File: src/rtl/evrr_pkg.sv
// Shared constants, codes and result type of the event-flag dispatcher.
package evrr_pkg;

  localparam int EVRR_MAX_TASKS   = 16;
  localparam int EVRR_EVENT_WIDTH = 16;

  localparam int ACT_W   = 3;
  localparam int TASK_W  = 8;
  localparam int BITS_W  = 16;
  localparam int STAT_W  = 2;
  localparam int GRANT_W = 4;
  localparam int TCNT_W  = 5;

  localparam logic [TCNT_W-1:0] TASK_COUNT_RST = 5'd16;

  localparam logic [ACT_W-1:0] ACT_SET      = 3'd0;
  localparam logic [ACT_W-1:0] ACT_CLEAR    = 3'd1;
  localparam logic [ACT_W-1:0] ACT_MASK     = 3'd2;
  localparam logic [ACT_W-1:0] ACT_UNMASK   = 3'd3;
  localparam logic [ACT_W-1:0] ACT_GET      = 3'd4;
  localparam logic [ACT_W-1:0] ACT_DISPATCH = 3'd5;

  localparam logic [STAT_W-1:0] ST_OK      = 2'd0;
  localparam logic [STAT_W-1:0] ST_INVALID = 2'd1;
  localparam logic [STAT_W-1:0] ST_IDLE    = 2'd2;

  typedef struct packed {
    logic [STAT_W-1:0]  status;
    logic [BITS_W-1:0]  visible_events;
    logic [GRANT_W-1:0] granted_task;
  } res_t;

endpackage

File: src/rtl/evrr_ifc.sv
// Valid/ready channel interfaces for request and result words.
interface evrr_in_if
  import evrr_pkg::*;
();
  logic              valid;
  logic              ready;
  logic [ACT_W-1:0]  action;
  logic [TASK_W-1:0] task_index;
  logic [BITS_W-1:0] event_bits;

  modport source (output valid, action, task_index, event_bits, input ready);
  modport sink (input valid, action, task_index, event_bits, output ready);
endinterface

interface evrr_out_if
  import evrr_pkg::*;
();
  logic               valid;
  logic               ready;
  logic [STAT_W-1:0]  status;
  logic [BITS_W-1:0]  visible_events;
  logic [GRANT_W-1:0] granted_task;

  modport source (output valid, status, visible_events, granted_task, input ready);
  modport sink (input valid, status, visible_events, granted_task, output ready);
endinterface

File: src/rtl/evrr_store.sv
// Per-task pending/mask memory with registered read and reset-cleared valid bits.
module evrr_store
  import evrr_pkg::*;
#(
  parameter int MAX_TASKS   = EVRR_MAX_TASKS,
  parameter int EVENT_WIDTH = EVRR_EVENT_WIDTH,
  localparam int AW = (MAX_TASKS > 1) ? $clog2(MAX_TASKS) : 1
) (
  input  logic                   clk,
  input  logic                   rst_n,
  input  logic                   rd_en,
  input  logic [AW-1:0]          rd_addr,
  output logic [EVENT_WIDTH-1:0] rd_pend,
  output logic [EVENT_WIDTH-1:0] rd_mask,
  input  logic                   wr_en,
  input  logic [AW-1:0]          wr_addr,
  input  logic [EVENT_WIDTH-1:0] wr_pend,
  input  logic [EVENT_WIDTH-1:0] wr_mask
);

  logic [2*EVENT_WIDTH-1:0] mem [MAX_TASKS];
  logic [MAX_TASKS-1:0]     vld_r;
  logic [2*EVENT_WIDTH-1:0] rd_data_r;
  logic                     rd_vld_r;

  always_ff @(posedge clk) begin
    if (wr_en) begin
      mem[wr_addr] <= {wr_pend, wr_mask};
    end
    if (rd_en) begin
      rd_data_r <= mem[rd_addr];
    end
  end

  always_ff @(posedge clk) begin
    if (!rst_n) begin
      vld_r    <= '0;
      rd_vld_r <= 1'b0;
    end else begin
      if (wr_en) begin
        vld_r[wr_addr] <= 1'b1;
      end
      if (rd_en) begin
        rd_vld_r <= vld_r[rd_addr];
      end
    end
  end

  assign rd_pend = rd_vld_r ? rd_data_r[2*EVENT_WIDTH-1:EVENT_WIDTH] : '0;
  assign rd_mask = rd_vld_r ? rd_data_r[EVENT_WIDTH-1:0] : '0;

endmodule

File: src/rtl/evrr_step.sv
// Shared pointer step unit: increment a task index with wrap at the active count.
module evrr_step
  import evrr_pkg::*;
#(
  parameter int MAX_TASKS = EVRR_MAX_TASKS,
  localparam int AW  = (MAX_TASKS > 1) ? $clog2(MAX_TASKS) : 1,
  localparam int CW  = $clog2(MAX_TASKS + 1),
  localparam int CNW = (CW > TCNT_W) ? CW : TCNT_W
) (
  input  logic [AW-1:0]  cur,
  input  logic [CNW-1:0] count,
  output logic [AW-1:0]  nxt
);

  logic [CNW-1:0] sum;

  assign sum = CNW'(cur) + CNW'(1);
  assign nxt = (sum >= count) ? '0 : AW'(sum);

endmodule

File: src/rtl/evrr_ctrl.sv
// Sequencer: decodes a request word, runs the slot scan and holds the result word.
module evrr_ctrl
  import evrr_pkg::*;
#(
  parameter int MAX_TASKS   = EVRR_MAX_TASKS,
  parameter int EVENT_WIDTH = EVRR_EVENT_WIDTH,
  localparam int AW  = (MAX_TASKS > 1) ? $clog2(MAX_TASKS) : 1,
  localparam int CW  = $clog2(MAX_TASKS + 1),
  localparam int CNW = (CW > TCNT_W) ? CW : TCNT_W
) (
  input  logic                   clk,
  input  logic                   rst_n,
  input  logic [TCNT_W-1:0]      task_count,
  input  logic                   in_valid,
  output logic                   in_ready,
  input  logic [ACT_W-1:0]       in_action,
  input  logic [TASK_W-1:0]      in_task,
  input  logic [BITS_W-1:0]      in_bits,
  output logic                   out_valid,
  input  logic                   out_ready,
  output res_t                   out_res,
  output logic                   rd_en,
  output logic [AW-1:0]          rd_addr,
  input  logic [EVENT_WIDTH-1:0] rd_pend,
  input  logic [EVENT_WIDTH-1:0] rd_mask,
  output logic                   wr_en,
  output logic [AW-1:0]          wr_addr,
  output logic [EVENT_WIDTH-1:0] wr_pend,
  output logic [EVENT_WIDTH-1:0] wr_mask
);

  localparam logic [2:0] S_IDLE = 3'd0;
  localparam logic [2:0] S_RD   = 3'd1;
  localparam logic [2:0] S_OP   = 3'd2;
  localparam logic [2:0] S_SCAN = 3'd3;
  localparam logic [2:0] S_DONE = 3'd4;

  logic [2:0]             state_r, state_nxt;
  logic [ACT_W-1:0]       act_r, act_nxt;
  logic [EVENT_WIDTH-1:0] bits_r, bits_nxt;
  logic [AW-1:0]          addr_r, addr_nxt;
  logic [AW-1:0]          ptr_r, ptr_nxt;
  logic [AW-1:0]          q_r, q_nxt;
  logic [CNW-1:0]         iss_r, iss_nxt;
  logic [CNW-1:0]         chk_n_r, chk_n_nxt;
  logic                   chk_vld_r, chk_vld_nxt;
  logic [AW-1:0]          chk_addr_r, chk_addr_nxt;
  res_t                   res_r, res_nxt;
  res_t                   out_r, out_nxt;
  logic                   out_vld_r, out_vld_nxt;

  logic [CNW-1:0]         cnt;
  logic [EVENT_WIDTH-1:0] visible;
  logic                   found;
  logic [AW-1:0]          step_in, step_out;

  assign cnt = (CNW'(task_count) > CNW'(MAX_TASKS)) ? CNW'(MAX_TASKS) : CNW'(task_count);
  assign visible = rd_pend & ~rd_mask;
  assign found = chk_vld_r && (visible != '0);
  assign step_in = found ? chk_addr_r : q_r;

  evrr_step #(.MAX_TASKS(MAX_TASKS)) u_step (
    .cur   (step_in),
    .count (cnt),
    .nxt   (step_out)
  );

  assign in_ready  = (state_r == S_IDLE);
  assign out_valid = out_vld_r;
  assign out_res   = out_r;
  assign wr_addr   = addr_r;

  always_comb begin
    state_nxt    = state_r;
    act_nxt      = act_r;
    bits_nxt     = bits_r;
    addr_nxt     = addr_r;
    ptr_nxt      = ptr_r;
    q_nxt        = q_r;
    iss_nxt      = iss_r;
    chk_n_nxt    = chk_n_r;
    chk_vld_nxt  = 1'b0;
    chk_addr_nxt = chk_addr_r;
    res_nxt      = res_r;
    out_nxt      = out_r;
    out_vld_nxt  = out_vld_r;
    rd_en        = 1'b0;
    rd_addr      = addr_r;
    wr_en        = 1'b0;
    wr_pend      = rd_pend;
    wr_mask      = rd_mask;

    if (out_vld_r && out_ready) begin
      out_vld_nxt = 1'b0;
    end

    unique case (state_r)
      S_IDLE: begin
        if (in_valid) begin
          act_nxt  = in_action;
          bits_nxt = EVENT_WIDTH'(in_bits);
          addr_nxt = in_task[AW-1:0];
          res_nxt  = '0;
          if (in_action == ACT_DISPATCH) begin
            q_nxt     = (CNW'(ptr_r) < cnt) ? ptr_r : '0;
            iss_nxt   = '0;
            chk_n_nxt = '0;
            state_nxt = S_SCAN;
          end else if (in_action <= ACT_GET) begin
            if (in_task < TASK_W'(cnt)) begin
              state_nxt = S_RD;
            end else begin
              res_nxt.status = ST_INVALID;
              state_nxt      = S_DONE;
            end
          end else begin
            state_nxt = S_DONE;
          end
        end
      end
      S_RD: begin
        rd_en     = 1'b1;
        state_nxt = S_OP;
      end
      S_OP: begin
        case (act_r)
          ACT_SET: begin
            wr_en   = 1'b1;
            wr_pend = rd_pend | bits_r;
          end
          ACT_CLEAR: begin
            wr_en   = 1'b1;
            wr_pend = rd_pend & ~bits_r;
          end
          ACT_MASK: begin
            wr_en   = 1'b1;
            wr_mask = rd_mask | bits_r;
          end
          ACT_UNMASK: begin
            wr_en   = 1'b1;
            wr_mask = rd_mask & ~bits_r;
          end
          default: begin
            res_nxt.visible_events = BITS_W'(visible);
          end
        endcase
        state_nxt = S_DONE;
      end
      S_SCAN: begin
        if (found) begin
          res_nxt.granted_task = GRANT_W'(chk_addr_r);
          ptr_nxt              = step_out;
          state_nxt            = S_DONE;
        end else if (!chk_vld_r && (chk_n_r == cnt)) begin
          res_nxt.status = ST_IDLE;
          state_nxt      = S_DONE;
        end else begin
          if (chk_vld_r) begin
            chk_n_nxt = chk_n_r + CNW'(1);
          end
          if (iss_r < cnt) begin
            rd_en        = 1'b1;
            rd_addr      = q_r;
            q_nxt        = step_out;
            iss_nxt      = iss_r + CNW'(1);
            chk_vld_nxt  = 1'b1;
            chk_addr_nxt = q_r;
          end
        end
      end
      S_DONE: begin
        if (!out_vld_r || out_ready) begin
          out_nxt     = res_r;
          out_vld_nxt = 1'b1;
          state_nxt   = S_IDLE;
        end
      end
      default: begin
        state_nxt = S_IDLE;
      end
    endcase
  end

  always_ff @(posedge clk) begin
    if (!rst_n) begin
      state_r   <= S_IDLE;
      ptr_r     <= '0;
      chk_vld_r <= 1'b0;
      out_vld_r <= 1'b0;
    end else begin
      state_r   <= state_nxt;
      ptr_r     <= ptr_nxt;
      chk_vld_r <= chk_vld_nxt;
      out_vld_r <= out_vld_nxt;
    end
  end

  always_ff @(posedge clk) begin
    act_r      <= act_nxt;
    bits_r     <= bits_nxt;
    addr_r     <= addr_nxt;
    q_r        <= q_nxt;
    iss_r      <= iss_nxt;
    chk_n_r    <= chk_n_nxt;
    chk_addr_r <= chk_addr_nxt;
    res_r      <= res_nxt;
    out_r      <= out_nxt;
  end

endmodule

File: src/rtl/event_flag_round_robin_dispatcher_core.sv
// Top level: task count register, channel wiring, sequencer and task memory.
// Set/clear/mask/unmask/get pass S_RD, S_OP and S_DONE; invalid or unused words go to S_DONE.
// Dispatch scans one slot per cycle through the shared step unit from the round-robin
// pointer; a hit moves the pointer past the grant, else ST_IDLE; a held result stalls S_DONE.
// Throughput: one word at a time; the next word is taken while a result waits.
// Reset (rst_n low, synchronous): all events and masks read zero, pointer 0, task count 16.
module event_flag_round_robin_dispatcher_core
  import evrr_pkg::*;
#(
  parameter int MAX_TASKS   = EVRR_MAX_TASKS,
  parameter int EVENT_WIDTH = EVRR_EVENT_WIDTH
) (
  input  logic              clk,
  input  logic              rst_n,
  evrr_in_if.sink           in_ch,
  evrr_out_if.source        out_ch,
  input  logic              cfg_wr_en,
  input  logic [TCNT_W-1:0] cfg_wr_data
);

  localparam int AW = (MAX_TASKS > 1) ? $clog2(MAX_TASKS) : 1;

  logic [TCNT_W-1:0]      task_count_r;
  res_t                   res;
  logic                   rd_en, wr_en;
  logic [AW-1:0]          rd_addr, wr_addr;
  logic [EVENT_WIDTH-1:0] rd_pend, rd_mask, wr_pend, wr_mask;

  always_ff @(posedge clk) begin
    if (!rst_n) begin
      task_count_r <= TASK_COUNT_RST;
    end else if (cfg_wr_en) begin
      task_count_r <= cfg_wr_data;
    end
  end

  evrr_ctrl #(.MAX_TASKS(MAX_TASKS), .EVENT_WIDTH(EVENT_WIDTH)) u_ctrl (
    .clk        (clk),
    .rst_n      (rst_n),
    .task_count (task_count_r),
    .in_valid   (in_ch.valid),
    .in_ready   (in_ch.ready),
    .in_action  (in_ch.action),
    .in_task    (in_ch.task_index),
    .in_bits    (in_ch.event_bits),
    .out_valid  (out_ch.valid),
    .out_ready  (out_ch.ready),
    .out_res    (res),
    .rd_en      (rd_en),
    .rd_addr    (rd_addr),
    .rd_pend    (rd_pend),
    .rd_mask    (rd_mask),
    .wr_en      (wr_en),
    .wr_addr    (wr_addr),
    .wr_pend    (wr_pend),
    .wr_mask    (wr_mask)
  );

  evrr_store #(.MAX_TASKS(MAX_TASKS), .EVENT_WIDTH(EVENT_WIDTH)) u_store (
    .clk     (clk),
    .rst_n   (rst_n),
    .rd_en   (rd_en),
    .rd_addr (rd_addr),
    .rd_pend (rd_pend),
    .rd_mask (rd_mask),
    .wr_en   (wr_en),
    .wr_addr (wr_addr),
    .wr_pend (wr_pend),
    .wr_mask (wr_mask)
  );

  assign out_ch.status         = res.status;
  assign out_ch.visible_events = res.visible_events;
  assign out_ch.granted_task   = res.granted_task;

endmodule
File: src/flat_wrapper.sv
// flat-port wrapper written by rule: the top's interface ports become plain ports
module event_flag_round_robin_dispatcher_core_flat import evrr_pkg::*;
#(
  parameter int MAX_TASKS   = EVRR_MAX_TASKS,
  parameter int EVENT_WIDTH = EVRR_EVENT_WIDTH
)
  (clk, rst_n, cfg_wr_en, cfg_wr_data, in_ch_valid, in_ch_action, in_ch_task_index, in_ch_event_bits, in_ch_ready, out_ch_valid, out_ch_status, out_ch_visible_events, out_ch_granted_task, out_ch_ready);
  evrr_in_if in_ch_i ();
  evrr_out_if out_ch_i ();
  input  logic clk;
  input  logic rst_n;
  input  logic cfg_wr_en;
  input  logic [TCNT_W-1:0] cfg_wr_data;
  input wire logic [$bits(in_ch_i.valid)-1:0] in_ch_valid;
  input wire logic [$bits(in_ch_i.action)-1:0] in_ch_action;
  input wire logic [$bits(in_ch_i.task_index)-1:0] in_ch_task_index;
  input wire logic [$bits(in_ch_i.event_bits)-1:0] in_ch_event_bits;
  output wire logic [$bits(in_ch_i.ready)-1:0] in_ch_ready;
  output wire logic [$bits(out_ch_i.valid)-1:0] out_ch_valid;
  output wire logic [$bits(out_ch_i.status)-1:0] out_ch_status;
  output wire logic [$bits(out_ch_i.visible_events)-1:0] out_ch_visible_events;
  output wire logic [$bits(out_ch_i.granted_task)-1:0] out_ch_granted_task;
  input wire logic [$bits(out_ch_i.ready)-1:0] out_ch_ready;
  assign in_ch_i.valid = in_ch_valid;
  assign in_ch_i.action = in_ch_action;
  assign in_ch_i.task_index = in_ch_task_index;
  assign in_ch_i.event_bits = in_ch_event_bits;
  assign in_ch_ready = in_ch_i.ready;
  assign out_ch_valid = out_ch_i.valid;
  assign out_ch_status = out_ch_i.status;
  assign out_ch_visible_events = out_ch_i.visible_events;
  assign out_ch_granted_task = out_ch_i.granted_task;
  assign out_ch_i.ready = out_ch_ready;
  event_flag_round_robin_dispatcher_core #(.MAX_TASKS(MAX_TASKS), .EVENT_WIDTH(EVENT_WIDTH)) u_core (.clk(clk), .rst_n(rst_n), .in_ch(in_ch_i), .out_ch(out_ch_i), .cfg_wr_en(cfg_wr_en), .cfg_wr_data(cfg_wr_data));
endmodule
File: config.mk
export PLATFORM = sky130hd
export DESIGN_NAME = event_flag_round_robin_dispatcher_core_flat
export DESIGN_NICKNAME = d
export VERILOG_FILES = /design/src/rtl/evrr_pkg.sv /design/src/rtl/evrr_ifc.sv /design/src/rtl/evrr_store.sv /design/src/rtl/evrr_step.sv /design/src/rtl/evrr_ctrl.sv /design/src/rtl/event_flag_round_robin_dispatcher_core.sv /design/src/flat_wrapper.sv
export SDC_FILE = /design/constraint.sdc
export NUM_CORES = 1
export LEC_CHECK = 0
export ABC_AREA = 1
export BUFFER_PORTS_ARGS = -buffer_cell sky130_fd_sc_hd__buf_2
export CORE_MARGIN = 5
export CORE_UTILIZATION = 50
export DETAILED_ROUTE_END_ITERATION = 6
export GPL_TIMING_DRIVEN = 0
export PLACE_DENSITY = 0.62
export SLEW_MARGIN = 15
export SYNTH_ARGS = -nofsm -noshare
export SYNTH_HDL_FRONTEND = slang
export SYNTH_SLANG_ARGS = --single-unit
File: constraint.sdc
create_clock -name clk -period 9.2 [get_ports clk]
set_input_delay 0.46 -clock clk [delete_from_list [all_inputs] [get_ports clk]]
set_output_delay 0.46 -clock clk [all_outputs]
set_load 0.01 [all_outputs]
==> results of run 1 <==
[synthesized netlist by cell type, types with 2 or more instances]
library cell and count:
nand2_2 6, o22ai_1 18, buf_6 3, xor2_1 2, o21ai_0 147, nand2_1 284
nor2_1 137, dfxtp_1 31, nand3_1 95, edfxtp_1 629, xnor2_1 2, a21oi_1 148
clkbuf_1 37, nand3_2 2, buf_4 19, inv_2 2, nor3_1 19, ha_1 19
a21boi_0 2, inv_1 187, o21ai_1 22, o211ai_1 273, nand3b_1 4, buf_2 75
[critical path, stage by stage (launching register included)]
cell and delay, ns:
dfxtp_1 0.46, inv_2 0.13, nand2_1 0.26, ha_1 0.31, nand2_1 0.07, nand2_1 0.05, a21oi_1 0.25, nand2_1 0.14
inv_1 0.09, nand2_2 0.12, nor2_8 0.22, nand2_1 0.08, o21ai_1 0.48, inv_1 0.36, clkbuf_1 0.56, nand3_1 0.32
nand2_1 0.11
[path summary, 6_finish.rpt]
path                                              from                            to  cells after the start
worst max register to register  u_core.task_count_r[4]  u_core.u_store.rd_data_r[12]                     16
worst max-delay path            u_core.task_count_r[4]  u_core.u_store.rd_data_r[12]                     16
worst min register to register  u_core.u_ctrl.res_r[0]      u_core.u_ctrl.out_res[0]                      0
worst min-delay path               in_ch_event_bits[0]       u_core.u_ctrl.bits_r[0]                      1
[layout make-up]
type / instances / area [sq um] / area share
plain buffers: 136 / 699 / 0.0222
clock buffers: 91 / 1940 / 0.0613
clock inverters: 34 / 310 / 0.00983
inverters: 190 / 713 / 0.0226
multi-input cells: 1189 / 6610 / 0.209
flip-flops and latches: 660 / 19500 / 0.618
well taps: 696 / 871 / 0.0276
repair buffers: 99 / 923 / 0.0293
[per-stage QoR]
| step | std cells | area (sq um) |
|---|---|---|
| after global routing | 3095 | 31600 |
| final | 3095 | 31600 |
| after CTS | 3095 | 31600 |
| after detailed placement | 2970 | 29300 |
| after floorplan | 2175 | 27300 |
| after global placement | 2931 | 28500 |
[sequential cells by signal (all words and copies together) (netlist names), 4 cells and up]
name                      flops
u_core.u_ctrl.iss_r           5
u_core.u_ctrl.out_res        22
u_core.u_store.mem          512
u_core.u_ctrl.bits_r         16
u_core.task_count_r           5
u_core.u_store.rd_data_r     32
u_core.u_ctrl.chk_n_r         5
u_core.u_ctrl.q_r             4
u_core.u_ctrl.ptr_r           4
u_core.u_ctrl.res_r          22
u_core.u_store.vld_r         16
u_core.u_ctrl.chk_addr_r      4
u_core.u_ctrl.wr_addr         4
[power by group]
group / internal (mW) / leakage [nW] / switching (mW) / total [mW]
logic: 0.125 / 4.15 / 0.342 / 0.468
registers: 3.31 / 5.48 / 0.0227 / 3.33
clock network: 1.63 / 1.10 / 1.14 / 2.77
[cell usage in the layout, fill, tap and decap left out, types with 3 or more instances in the layout]
master / n
inv_1: 186
nor3_1: 19
buf_4: 32
buf_6: 7
nor2_4: 16
o22ai_2: 17
clkinv_1: 11
nand2_2: 7
a21oi_1: 148
buf_16: 6
o211ai_1: 273
dfxtp_1: 31
bufinv_16: 5
inv_2: 3
nand3b_1: 4
buf_2: 135
clkbuf_1: 52
clkbuf_16: 74
edfxtp_1: 629
clkinv_2: 13
nand3_1: 95
buf_12: 15
ha_1: 19
o21ai_1: 35
o21ai_0: 131
o21ai_2: 4
nor2_1: 120
nand2_1: 283
[metal layers]
| layer | wire length (microns) | track usage |
|---|---|---|
| met5 | 46 | 0.00572 |
| met2 | 37200 | 0.421 |
| met3 | 8660 | 0.0677 |
| met1 | 34100 | 0.385 |
| met4 | 3360 | 0.106 |
[cell families after synthesis]
| kind of cell | count (synthesis) |
|---|---|
| flops | 660 |
| compound gates | 613 |
| simple gates | 553 |
| buf+inv | 326 |
| fa+ha+maj | 19 |
| xor+xnor | 4 |
==> out/qor.csv, run 1 <==
stage,metric,value,unit
timing,Slew @ Worst Pin,1.19,ns
critical_path,crit start category,register,
timing,sum of negative setup slack,0,ns
die,Core Area,53900,sq um
power_and_ir_drop,Final Power,6.57,mW
clock_tree,hold_buf cts,0,
power_and_ir_drop,Cell Pwr Density,208,nW/um^2
route,Routed Antenna Nets,0,
route,Vias per Instance,6.12,
power_and_ir_drop,leakage power,10.7,nW
timing,final setup fails,0,
die,num rows,85,
route,DR iter-0 viols,2338,
die,Ports,61,
logic_synthesis,Avg Inst Size Synth,12.5,sq um
critical_path,CP Class,register to register,
placed_design,GP Congestion,0.914,
route,DRC Markers,1,
logic_synthesis,Synth area leader,edfxtp_1,
critical_path,Crit path required time,9.54,ns
clock_tree,Sink Count,660,
logic_synthesis,Main synth FF type,edfxtp_1,
placed_design,PortBufs,60,
critical_path,Critical Path AT,4.64,ns
timing,fmax,0.233,GHz
die,DIE WIDTH,244,microns
cells_and_area,Area Growth Syn to Fin,15.7,%
timing,Worst slew margin,0.209,
cells_and_area,# diodes,0,
clock_tree,Root Buffer,clkbuf_16,
logic_synthesis,"FF+latch count, synth",660,
timing,Final Hold Viols,0,
logic_synthesis,Simple-Gate Fraction of Synth Area,0.0843,
grt,vias in the first global route,18280,
timing,Worst Skew,0.0216,ns
logic_synthesis,Yosys top cell area share,0.692,
logic_synthesis,largest family of logic cells by synthesized area,compound AO/OA/AOI/OAI gates,
clock_tree,postcts setup bufs,0,
cells_and_area,Fillers,4238,
cells_and_area,fin util,0.585,
status,failing checks,design-rule violations,
route,vias,18931,
logic_synthesis,Post-synth EDFFs,629,
timing,Max Slew Vio Count,0,
critical_path,r2r setup slk,4.90,ns
route,DRT Wirelength,83.4,mm
timing,final period utilization,0.467,
hold_path,hold crit path type,input port to register,
die,Die Y,244,microns
placed_design,pre-CTS WS,5.05,ns
logic_synthesis,YS warnings,0,
route,DR pass1 iterations,7,
clock_tree,# H-tree levels,3,
flow_run,maxcap violations,0,
clock_tree,Resize count post-CTS,0,
grt,total track usage,0.275,
critical_path,Critical Path End Type,register,
logic_synthesis,adder-cell share of the synthesized area,0.00871,
die,initial core utilization,0.506,
placed_design,hpwl dp,56.6,mm
clock_tree,clk_lat worst skew,0.61,ns
logic_synthesis,sequential share of the synthesized area,0.715,
die,DIE AREA,59300,sq um
status,outcome,"complete, but fails checks",
clock_tree,CTS max path bufs,3,
timing,worst hold margin,0.0336,ns
grt,antenna violations before repair,0,
clock_tree,Worst-path clk slew,0.06,ns
grt,first-pass GRT wire length,120,mm
logic_synthesis,Compound-Gate Fraction of Synth Area,0.139,
logic_synthesis,Synth cell types,36,
route,wire per inst,26.9,microns
logic_synthesis,Synthesized Nets,2231,
power_and_ir_drop,Peak supply drop,0.000119,V
clock_tree,TritonCTS clock tree,yes,
timing,setup ws final,4.90,ns
logic_synthesis,"Cell Area, Synth",27300,sq um
timing,fin crit period,4.30,ns
timing,RSZ-0062 raised after global routing,false,
grt,total grt overflow,0,
logic_synthesis,Gate Count Post-Synth,2175,
grt,largest net degree at the start of global routing,34,
critical_path,critical-path maximum fanout,11,
clock_tree,CTS Buf Count,70,
logic_synthesis,XOR/XNOR Fraction of Synth Area,0.00128,
logic_synthesis,Synth area leaders,"edfxtp_1 (69%), o211ai_1 (7.5%), nand2_1 (3.9%)",
cells_and_area,layout cell share with drive strength beyond 1,0.146,
cells_and_area,final net count,2402,
logic_synthesis,ys async rst share,0,
logic_synthesis,post-synthesis mux area share,0,
(Power assumes the default switching activity.)
==> run 2, diff against run 1 <==
- PLACE_DENSITY: 0.62 -> 0.65
- clock period: 9.2 -> 3.8 ns (I/O delays scaled with it)
==> run 2 against run 1 <==
Setup slack worse by 4.7 ns. Sequential share of layout area is 1.1 points lower. First-iteration DRC count is 16% higher. Sequential power is 140% higher. Utilization is 1.1 points higher. Critical path depth is 3 higher. The flow now finishes without violations. Wire length is 0.66% higher. Clock power is 130% higher.
==> out/qor.csv, run 2 (synthesis gave the netlist of run 1 again) <==
stage,metric,value,unit
status,outcome,"finished, final reports clean",
die,num rows,85,
die,Core Area,53900,sq um
critical_path,crit-path max cell delay,0.36,ns
critical_path,crit-path most repeated cell,nand2_1,
grt,total track usage,0.277,
critical_path,cells along the critical path,"nor2_1, nand2_1, nand2_1, nand2_2, ha_1, nand2_1, inv_1, a21oi_2, nand2_1, inv_1, nand2_2, nor2_8, nand2_1, o21ai_2, buf_4, buf_4, o211ai_1, nand3_1, nand2_1",
cells_and_area,Top Registers,"u_core.u_store.mem x512, u_core.u_store.rd_data_r x32",
grt,Top Usage Layer GRT,met2,
cells_and_area,largest reg by FF count,u_core.u_store.mem,
clock_tree,# H-tree levels,3,
power_and_ir_drop,switch share,0.231,
die,DIE AREA,59300,sq um
power_and_ir_drop,Clock power frac,0.406,
die,Ports,61,
grt,met1 usage,0.383,
route,DRC Markers,0,
clock_tree,CTS Buf Count,68,
grt,antenna violations before repair,2,
critical_path,CP Class,register to register,
clock_tree,Worst-path clk slew,0.06,ns
power_and_ir_drop,Net Sw Power,3.60,mW
critical_path,Critical Path End Type,register,
grt,first-pass GRT wire length,121,mm
timing,Worst Skew,0.0168,ns
grt,vias in the first global route,18525,
placed_design,GP Congestion,0.959,
hold_path,worst hold start,in_ch_valid,
grt,largest net degree at the start of global routing,34,
power_and_ir_drop,Reg power frac,0.518,
timing,fmax,0.275,GHz
die,Die Y,244,microns
cells_and_area,multi-input gate area in the final layout,6650,sq um
timing,Worst slew margin,0.381,
critical_path,r2r setup slk,0.16,ns
critical_path,critical-path maximum fanout,11,
timing,final setup fails,0,
timing,final period utilization,0.957,
critical_path,FF-to-FF Start,u_core.task_count_r[3],
route,DR pass1 iterations,6,
timing,setup ws final,0.162,ns
cells_and_area,Fillers,4159,
power_and_ir_drop,Cell Pwr Density,484,nW/um^2
route,DRT Wirelength,83.9,mm
clock_tree,CTS max path bufs,3,
cells_and_area,layout cell share with drive strength beyond 1,0.156,
critical_path,Worst setup startpoint,u_core.task_count_r[3],
clock_tree,TritonCTS clock tree,yes,
placed_design,PortBufs,60,
cells_and_area,most frequent cells in the layout,"edfxtp_1 (629), nand2_1 (279), o211ai_1 (273), inv_1 (186), a21oi_1 (146)",
cells_and_area,Area Growth Syn to Fin,17.8,%
timing,Max Slew Vio Count,0,
route,Vias per Instance,6.15,
power_and_ir_drop,Combinational Power Share,0.077,
cells_and_area,final net count,2458,
grt,total grt overflow,0,
clock_tree,Sink Count,660,
critical_path,family with the most delay on the worst path,simple AND/OR/NAND/NOR gates,
clock_tree,clk_lat worst skew,0.61,ns
die,DIE WIDTH,244,microns
power_and_ir_drop,leakage power,11.0,nW
route,vias,19350,
cells_and_area,Seq. cell area,19500,sq um
timing,Slew @ Worst Pin,0.929,ns
flow_run,maxcap violations,0,
critical_path,Critical Path AT,4.00,ns
cells_and_area,fin util,0.596,
power_and_ir_drop,Peak supply drop,0.000309,V
timing,RSZ-0062 raised after global routing,false,
timing,fin crit period,3.64,ns
grt,GRT met3 Usage,0.0596,
critical_path,Worst Path Buf+Inv,4,
hold_path,hold crit path type,input port to register,
placed_design,hpwl dp,56.1,mm
timing,Final Hold Viols,0,
power_and_ir_drop,Pint,12.0,mW
critical_path,Crit path required time,4.16,ns
die,initial core utilization,0.506,
cells_and_area,max reg flops,512,
route,wire per inst,26.7,microns
route,DR iter-0 viols,2723,
grt,routing usage on met2,0.425,
cells_and_area,"most common cell after layout, fill and taps aside",edfxtp_1,
critical_path,crit start category,register,
clock_tree,Root Buffer,clkbuf_16,
route,Routed Antenna Nets,0,
critical_path,slowest stage cell on the critical path,buf_4,
placed_design,pre-CTS WS,-0.347,ns
[run 2: cell types whose count changed in the layout (fill, tap and decap cells not counted), moves of 4 or more]
cell / change
buf_2: -14
buf_4: +14
clkbuf_1: -19
nand2_1: -4
dlygate4sd3_1: +40
clkbuf_4: +11
buf_12: +4
clkinv_1: +10
clkbuf_2: +10
[run 2: worst reg2reg max path, cell delays in order (launching register included)]
cell      delay, ns
dfxtp_1        0.35
nor2_1         0.14
nand2_1        0.07
nand2_1        0.09
nand2_2        0.12
ha_1           0.30
nand2_1        0.09
inv_1          0.05
a21oi_2        0.19
nand2_1        0.12
inv_1          0.09
nand2_2        0.12
nor2_8         0.21
nand2_1        0.10
o21ai_2        0.17
buf_4          0.36
buf_4          0.35
o211ai_1       0.27
nand3_1        0.15
nand2_1        0.07
[run 2: layer usage]
metal | part of all wire | up-vias
met5 | 0 | -
met4 | 0.048 | 0
met3 | 0.12 | 228
met2 | 0.45 | 1263
met1 | 0.38 | 9414
li1 | - | 8445
[run 2: through the flow]
step	setup TNS, ns	hold slack (ns)	std cells	area, sq um	power [mW]
finish	0	0.103	3147	32200	15.6
detailed placement	-6.21	0.369	2973	29400	9.32
floorplan	0	0.288	2175	27300	8.83
CTS	0	0.0677	3130	31900	15.6
global placement	-1038.43	0.366	2931	28500	9.27
global route	0	0.130	3145	32100	16.0
[run 2: path summary, 6_finish.rpt]
| check | end | depth (start not counted) |
|---|---|---|
| hold reg to reg | u_core.u_ctrl.out_res[17] | 0 |
| hold / removal | u_core.u_ctrl.state_r[2] | 5 |
| setup / recovery | u_core.u_store.rd_data_r[2] | 19 |
| setup reg to reg | u_core.u_store.rd_data_r[2] | 19 |
[run 2: area by class of cell]
class	instances	share of cell area
plain buffers	136	0.0239
flip-flops and latches	660	0.607
inverters	190	0.0222
well taps	696	0.0271
repair buffers	157	0.0485
clock buffers	81	0.0581
clock inverters	36	0.00665
multi-input cells	1189	0.207
diodes	2	0.000156
[run 2: timing repair]
| action | in CTS | in global routing |
|---|---|---|
| hold buffers | 40 | 0 |
| cloned | 0 | 0 |
| pin swaps | 1 | 10 |
| setup buffers | 0 | 15 |
| endpoints found under the setup margin | 39 | 159 |
| hold endpoints to repair | 33 | 0 |
| resized for setup | 12 | 47 |
[run 2: power groups by stage]
stage                     Clock (mW)  Sequential [mW]  Combinational (mW)
after floorplan                    0             8.20               0.630
after global placement             0             8.22                1.05
after detailed placement           0             8.22                1.10
after CTS                       6.36             8.06                1.14
after global routing            6.68             8.07                1.26
final                           6.32             8.07                1.19
